File: src/ptb_pkg.sv
// ----------------------------------------------------------------------------
// Periodic timer bank package
// Field widths, command and result codes, and default parameter values.
// ----------------------------------------------------------------------------
package ptb_pkg;

    localparam int NUM_SLOTS_DEF   = 16;
    localparam int COUNT_BITS_DEF  = 24;
    localparam int MS_PER_TICK_DEF = 10;

    localparam int CMD_W     = 2;
    localparam int PERIOD_W  = 28;
    localparam int OWNER_W   = 7;
    localparam int KIND_W    = 3;
    localparam int SLOT_W    = 4;
    localparam int REMOVED_W = 5;

    localparam logic [REMOVED_W-1:0] REMOVED_MAX = '1;

    typedef enum logic [CMD_W-1:0] {
        CMD_TICK    = 2'd0,
        CMD_CREATE  = 2'd1,
        CMD_DESTROY = 2'd2
    } cmd_t;

    typedef enum logic [KIND_W-1:0] {
        KIND_CREATED   = 3'd0,
        KIND_FULL      = 3'd1,
        KIND_DESTROYED = 3'd2,
        KIND_EXPIRED   = 3'd3,
        KIND_TICK_DONE = 3'd4
    } kind_t;

    // Write enables of the slot store, one per field.
    typedef struct packed {
        logic rem;
        logic rld;
        logic own;
    } store_we_t;

endpackage

File: src/ptb_alu.sv
// ----------------------------------------------------------------------------
// Periodic timer bank subtractor
// Shared subtract unit for the per-slot count decrements.
// ----------------------------------------------------------------------------
module ptb_alu #(
    parameter int WIDTH = ptb_pkg::COUNT_BITS_DEF
) (
    input  logic [WIDTH-1:0] a,
    input  logic [WIDTH-1:0] b,
    output logic [WIDTH-1:0] diff
);

    assign diff = a - b;

endmodule

File: config.mk
export PLATFORM = sky130hd
export DESIGN_NAME = ptb_alu
export DESIGN_NICKNAME = d
export VERILOG_FILES = /design/src/ptb_pkg.sv /design/src/ptb_alu.sv
export SDC_FILE = /design/constraint.sdc
export NUM_CORES = 1
export LEC_CHECK = 0
export BUFFER_PORTS_ARGS = -buffer_cell sky130_fd_sc_hd__buf_2
export CORE_UTILIZATION = 30
export DETAILED_ROUTE_END_ITERATION = 10
export GPL_ROUTABILITY_DRIVEN = 0
export SLEW_MARGIN = 20
export SYNTH_ARGS = -nofsm -noshare
export SYNTH_HDL_FRONTEND = slang
export SYNTH_SLANG_ARGS = --single-unit
File: constraint.sdc
create_clock -name vclk -period 1.8
set_input_delay 0.09 -clock vclk [all_inputs]
set_output_delay 0.09 -clock vclk [all_outputs]
set_load 0.05 [all_outputs]
==> results.json <==
{
  "outcome": "complete, but fails checks",
  "violations": "DRC, setup timing",
  "power.leakage_nw": 1.564,
  "core_mm2": 0.004444,
  "rows": 24,
  "synthDistinctLibCells": 44,
  "syn_to_final_growth_pct": 137.8,
  "period_minus_slack_ns": 1.979,
  "p_sw_frac": 0.5457,
  "worst_path_most_repeated_cell": "buf_6",
  "final_common_cell": "buf_4",
  "rsz0062_at_grt": "yes",
  "setup_tns_ns": -1.697,
  "post_dp_cell_area_mm2": 0.002801,
  "hpwl_um": 4102,
  "drv_cap": 0,
  "fin_crit_sh": 1.099,
  "grt_pass1_wl_um": 8114,
  "vias": 1972,
  "clkbuf_count": 0,
  "cp_data_required_time_ns": 1.71,
  "hp-class": "input port to output port",
  "regArea_um2": 0,
  "power.internal_mw": 0.8317,
  "syn-cell-area_mm2": 0.001408,
  "worstSetupEndpointType": "output port",
  "syn-num-nets": 279,
  "synth.top_cell.area_share": 0.2044,
  "fp.dieW_um": 70.50,
  "drt_first_pass_iters": 7,
  "critical_path_arrival_ns": 1.89,
  "p_per_area_mw_per_mm2": 547.0,
  "drv_slew": 0,
  "stdcell_count": 396,
  "tightest_slew_ns": 0.4092,
  "dieHeight_um": 70.50,
  "postRouteAntennaNets": 0,
  "timing.fmax_ghz": 0.5054,
  "critical_path.top_delay_family": "compound AO/OA/AOI/OAI gates",
  "slew-limit-headroom": 0.7267,
  "hold_viol": 0,
  "design_area_mm2": 0.003347,
  "cp-start-kind": "input port",
  "syn_avg_cell_area_um2": 6.800,
  "critical_path_class": "input port to output port",
  "antenna_found_initial": 0,
  "ys_seq_area_frac": 0,
  "drtIter0Drc": 82,
  "fin_ws_ns": -0.1785,
  "ys_warn_count": 0,
  "final_cell_mix": "71 x buf_4, 38 x buf_2, 30 x buf_6",
  "critPathMaxFanout": 5,
  "yosys.area.top_type": "ha_1",
  "drive_gt1_frac": 0.6919,
  "p_sw_mw": 0.9991,
  "drc": 11,
  "pwr-share-clk": 0,
  "avgRoutedWirePerCell_um": 13.03,
  "slowest_stage": "o211ai_1",
  "ctsHoldBuffers": 0,
  "path_cells": "buf_6 -> ha_4 -> o211ai_1 -> a21oi_4 -> o21ai_2 -> a31oi_4 -> buf_12 -> a211oi_4 -> xnor2_4 -> buf_6",
  "dieArea_mm2": 0.004970,
  "irDropWorstVdd_v": 0.0004207,
  "grt_max_degree": 8,
  "antenna_cells": 0,
  "timing.critical_path.buf_inv": 3,
  "setup_violations": 14,
  "syn_inst": 207,
  "routed_via_density": 4.980,
  "p_seq_frac": 0,
  "final_net_count": 418,
  "synth_top_cells_by_area": "ha_1 20%, a21oi_1 8.9%, inv_1 8.3%",
  "final_util": 0.7531,
  "grt_pass1_vias": 1915,
  "grt_overflow_total": 0,
  "p_comb_frac": 1.000,
  "io_buffers": 72,
  "nFlopsAndLatches": 0,
  "io_pins": 72,
  "dpl.cell_count": 388,
  "cp_slowest_stage_delay_ns": 0.29,
  "initial_utilization": 0.3167,
  "grt_usage": 0.1943,
  "routed_wl_um": 5160
}
[timing repair]
action	4_1_cts	5_1_grt
cloned	0	0
buffers inserted	11	1
pin swaps	46	7
resized for setup	95	20
setup endpoints to repair	18	17
[metrics by stage]
stage	hold slack, ns	setup slack (ns)	power (mW)
finish	0.5870	-0.1785	1.831
global route	0.5958	-0.2643	1.922
CTS	0.5910	-0.1911	1.788
detailed placement	0.6266	-0.4805	1.532
global placement	0.6229	-0.4541	1.519
floorplan	0.4619	-0.1901	1.117
[cells by family after synthesis]
logic type,Yosys count,synth area share
AND/OR/NAND/NOR,51,0.1796
XOR/XNOR,22,0.1369
AO/OA/AOI/OAI,73,0.3556
adder cells (fa/ha/maj),24,0.2187
buffers and inverters,37,0.1093
[area by class of cell]
| class | instances | area [um^2] |
|---|---|---|
| multi-input combinational | 170 | 1997 |
| timing repair buffer | 143 | 1126 |
| fill | 325 | 1097 |
| inverter | 31 | 158.9 |
| tap | 52 | 65.06 |
[Yosys cell counts, types with 2 or more instances]
| library cell | number |
|---|---|
| o21ai_1 | 3 |
| a21oi_1 | 25 |
| nand2b_1 | 3 |
| buf_2 | 3 |
| a211oi_1 | 3 |
| a2111oi_0 | 2 |
| o21bai_1 | 4 |
| nand2_1 | 12 |
| nor2_1 | 13 |
| xor2_1 | 9 |
| a21o_1 | 10 |
| inv_1 | 31 |
| nand3_1 | 5 |
| nor2b_1 | 2 |
| a211oi_2 | 2 |
| nor3_1 | 3 |
| o21a_1 | 3 |
| o21ai_0 | 8 |
| nand4_1 | 7 |
| xnor2_1 | 13 |
| ha_1 | 23 |
[per-layer routing]
metal | global-route usage | routed length [um] | vias up
li1 | - | - | 1010
met1 | 0.2325 | 2167 | 913
met2 | 0.4024 | 2806 | 49
met3 | 0.004329 | 186 | 0
met4 | 0 | 0 | 0
met5 | 0 | 0 | -
[power groups by stage]
stage          logic, mW  clock network (mW)  registers [mW]
2_1_floorplan       1.12                   0               0
3_3_place_gp        1.52                   0               0
3_5_place_dp        1.53                   0               0
4_1_cts             1.79                   0               0
5_1_grt             1.92                   0               0
6_report            1.83                   0               0
[worst paths after layout]
check  start        to  slack, ns  cells past startpoint
min     b[0]   diff[0]       0.59                      4
max     a[3]  diff[20]      -0.18                     10
Note: power is estimated with default switching activity, not from simulation.
