File: config.mk
export PLATFORM = sky130hd
export DESIGN_NAME = ptb_store
export DESIGN_NICKNAME = d
export VERILOG_FILES = /design/src/ptb_pkg.sv /design/src/ptb_store.sv
export SDC_FILE = /design/constraint.sdc
export NUM_CORES = 1
export LEC_CHECK = 0
export BUFFER_PORTS_ARGS = -buffer_cell sky130_fd_sc_hd__buf_2
export CORE_AREA = 2 2 200 398
export DETAILED_ROUTE_END_ITERATION = 8
export DIE_AREA = 0 0 202 400
export PLACE_DENSITY = 0.69
export SLEW_MARGIN = 10
export SYNTH_ARGS = -nofsm -noshare
export SYNTH_HDL_FRONTEND = slang
export SYNTH_SLANG_ARGS = --single-unit
File: constraint.sdc
create_clock -name clk -period 2.88 [get_ports clk]
set_input_delay 0.576 -clock clk [delete_from_list [all_inputs] [get_ports clk]]
set_output_delay 0.576 -clock clk [all_outputs]
set_load 0.005 [all_outputs]
File: src/ptb_pkg.sv
// ----------------------------------------------------------------------------
// Periodic timer bank package
// Field widths, command and result codes, and default parameter values.
// ----------------------------------------------------------------------------
package ptb_pkg;

    localparam int NUM_SLOTS_DEF   = 16;
    localparam int COUNT_BITS_DEF  = 24;
    localparam int MS_PER_TICK_DEF = 10;

    localparam int CMD_W     = 2;
    localparam int PERIOD_W  = 28;
    localparam int OWNER_W   = 7;
    localparam int KIND_W    = 3;
    localparam int SLOT_W    = 4;
    localparam int REMOVED_W = 5;

    localparam logic [REMOVED_W-1:0] REMOVED_MAX = '1;

    typedef enum logic [CMD_W-1:0] {
        CMD_TICK    = 2'd0,
        CMD_CREATE  = 2'd1,
        CMD_DESTROY = 2'd2
    } cmd_t;

    typedef enum logic [KIND_W-1:0] {
        KIND_CREATED   = 3'd0,
        KIND_FULL      = 3'd1,
        KIND_DESTROYED = 3'd2,
        KIND_EXPIRED   = 3'd3,
        KIND_TICK_DONE = 3'd4
    } kind_t;

    // Write enables of the slot store, one per field.
    typedef struct packed {
        logic rem;
        logic rld;
        logic own;
    } store_we_t;

endpackage

File: src/ptb_store.sv
// ----------------------------------------------------------------------------
// Periodic timer bank slot store
// Remaining count, reload count and owner tag per slot, registered read.
// ----------------------------------------------------------------------------
module ptb_store #(
    parameter int NUM_SLOTS  = ptb_pkg::NUM_SLOTS_DEF,
    parameter int COUNT_BITS = ptb_pkg::COUNT_BITS_DEF,
    parameter int ADDR_BITS  = 4
) (
    input  logic                               clk,
    input  ptb_pkg::store_we_t                 we,
    input  logic [ADDR_BITS-1:0]               waddr,
    input  logic [COUNT_BITS-1:0]              wr_rem,
    input  logic [COUNT_BITS-1:0]              wr_rld,
    input  logic signed [ptb_pkg::OWNER_W-1:0] wr_own,
    input  logic                               rd_en,
    input  logic [ADDR_BITS-1:0]               raddr,
    output logic [COUNT_BITS-1:0]              rd_rem,
    output logic [COUNT_BITS-1:0]              rd_rld,
    output logic signed [ptb_pkg::OWNER_W-1:0] rd_own
);

    logic [COUNT_BITS-1:0]              rem_mem [NUM_SLOTS];
    logic [COUNT_BITS-1:0]              rld_mem [NUM_SLOTS];
    logic signed [ptb_pkg::OWNER_W-1:0] own_mem [NUM_SLOTS];

    always_ff @(posedge clk)
    begin
        if (we.rem)
        begin
            rem_mem[waddr] <= wr_rem;
        end
        if (we.rld)
        begin
            rld_mem[waddr] <= wr_rld;
        end
        if (we.own)
        begin
            own_mem[waddr] <= wr_own;
        end
    end

    always_ff @(posedge clk)
    begin
        if (rd_en)
        begin
            rd_rem <= rem_mem[raddr];
            rd_rld <= rld_mem[raddr];
            rd_own <= own_mem[raddr];
        end
    end

endmodule

==> metrics <==
WP buf/inv 1; GRT busiest layer met2; Placer Congestion ~0.79; Pwr Density about 670 nW/um^2; status complete, no violations; RSZ-0062 raised after global routing no; Final period util 0.654; Max-slew headroom 0.269; Clock Latency Late Sink around 0.64 ns; Slew @ Worst Pin 1.10 ns; Avg Cell Area, Syn approximately 24 um^2; routed wire length ~78 mm; Clock Path Buffers 3; hold buffer count at CTS 0; Post-Synthesis Cell Area 34,700 um^2; Leak around 13 nW; post-synthesis register bit count roughly 940; GRT met2 Usage 0.359; Core ar. a little under 80,000 um^2; Critical R2R Capture rd_rem[10]; CTS buffer count 75; area grow syn2layout 15.3%; H-Tree Depth 3; Max VDD drop around 0.43 mV; die height approximately 400 um; post-CTS setup buffers 0; yosys warns 0; Post-Syn Instances around 1,500; Post-CTS Resized 0; Initial Utilization 0.446; Critical Path Sink Type primary output; CP startpoint kind register; fmax around 530 MHz; fin crit period between 1.5 and 2 ns; clk_skew around 0.025 ns; Buffers on Ports about 120; Reg-to-Reg Start rem_mem[8][10]; vias per cell approximately 5.8; nets about 1,700; antenna violations before repair 10; root buffer cell clkbuf_16; ANT nets after route 0; Levels on crit path 1; CP Launch Point rd_rem[2]; crit path to rd_rem[2]; MaxCap Viol Count 0; CTS tree done; largest net degree at the start of global routing 56; sequential share of the synthesized area 0.808; # fillers approximately 5,900; Top Ports roughly 120; setup TNS 0 ns; first drt pass iteration count 7; Die W about 200 um; clk slew on worst S/H paths 0.07 ns; Final HPWL DP between 40 and 50 mm; Via Count 16,100; Max FO, Critical Path 1; final setup vio count 0; most frequent cells in the layout edfxtp_1, mux4_2, buf_2; total gr overflow 0; WS Path Type register to primary output; most common cell after layout, fill and taps aside edfxtp_1; DRC viols 0; Worst EP required roughly 2.3 ns; Max stage delay on crit path slightly below 0.5 ns; final-report hold violation count 0; Initial DRC Count between 1,500 and 2,000; met1 Usage GRT 0.239; synth unique cells 15; total die area approximately 80,000 um^2; Routed wire per std cell ~28 um; global-route met3 utilization 0.0338; CTS sink cnt 935; CP delay by family, top flip-flops; number of global-route vias before repair 16,900; crit path cell chain buf_2; first-pass GRT wire length 114 mm; Tot GR Track Use 0.197; Hold/Removal Path Class input pin to register; Post-DP Area 37,700 um^2; WP data arrival 1.31 ns; Slew Viols, Final 0; Rows approximately 150; Design Area, Final 40,100 um^2; fraction of layout cells with a size suffix above 1 0.324; FF-to-FF path depth 3; Worst path slowest cell edfxtp_1; reg2reg setup slack around 1.4 ns; Synth Net Count 1,535
==> cell usage after synthesis (all sizes together) <==
| cell | n | area share |
|---|---|---|
| clkbuf | 43 | 0.0046 |
| a22oi | 110 | 0.024 |
| nor2b | 4 | 0.00072 |
| edfxtp | 935 | 0.81 |
| nand3 | 3 | 0.00043 |
| nor2 | 50 | 0.0054 |
| nand2b | 2 | 0.00036 |
| or2 | 1 | 0.00018 |
| buf | 33 | 0.0066 |
| and2 | 1 | 0.00018 |
| nand2 | 65 | 0.0070 |
| mux4 | 220 | 0.14 |
==> how the worst min path moves through the flow <==
stage               cells past startpoint           start  slack (ns)               to
finish                                  1      wr_rem[10]        0.30  rem_mem[13][10]
floorplan                               0       wr_own[0]        0.67    own_mem[0][0]
detailed placement                      3   own_mem[7][2]        0.74        rd_own[2]
CTS                                     1      wr_rem[13]        0.25   rem_mem[0][13]
global placement                        3  own_mem[14][1]        0.72        rd_own[1]
global route                            1      wr_rem[13]        0.28   rem_mem[1][13]
==> worst reg2reg max path, cell delays in order (launching register included) <==
cell and delay (ns):
edfxtp_1 0.40, mux4_2 0.48, a22oi_1 0.22, nand2_1 0.14
==> sequential cells by signal (all words and copies together) (netlist names) <==
signal,flops
rem_mem,384
rld_mem,384
own_mem,112
rd_rem,24
rd_rld,24
rd_own,7
==> layer usage <==
layer,share of wire,vias up,wire (um)
met1,0.37,8665,29300
li1,-,6641,-
met4,0.024,8,1880
met2,0.54,618,42700
met5,0.00060,-,47
met3,0.058,122,4530
==> metrics by stage <==
stage	hold WS (ns)	power, mW	cells	utilization	worst slack (ns)
2_1_floorplan	0.675	16.4	1467	-	0.397
3_3_place_gp	0.719	17.1	2616	0.484	0.520
3_5_place_dp	0.735	17.1	2616	0.484	0.506
4_1_cts	0.255	27.2	2751	0.515	0.935
5_1_grt	0.276	27.8	2755	0.515	0.944
6_report	0.295	27.0	2756	0.515	0.997
==> cell type report <==
cell class | instances | area [um^2] | share of cell area
Clock inverter | 38 | 384 | 0.00958
Sequential cell | 935 | 28100 | 0.701
Tap cell | 1029 | 1290 | 0.0321
Timing Repair Buffer | 196 | 1750 | 0.0437
Multi-Input combinational cell | 456 | 6540 | 0.163
Antenna cell | 5 | 12.5 | 0.000312
Clock buffer | 97 | 2020 | 0.0505
==> report_power, final <==
group | switching, mW | internal, mW | leakage, nW
Combinational | 0.814 | 0.583 | 2.98
Clock | 4.67 | 5.56 | 1.16
Sequential | 0.101 | 15.3 | 8.50
==> kinds of logic (layout without fill, tap and decap cells) <==
logic type | count (synthesis) | after routing | synth area share
flops | 935 | 935 | 0.808
mux | 220 | 220 | 0.143
simple gates | 126 | 126 | 0.0143
compound gates | 110 | 110 | 0.0238
buf+inv | 76 | 331 | 0.0112
other cells | 0 | 5 | 0
No activity file was read; power rests on OpenSTA's default activity.
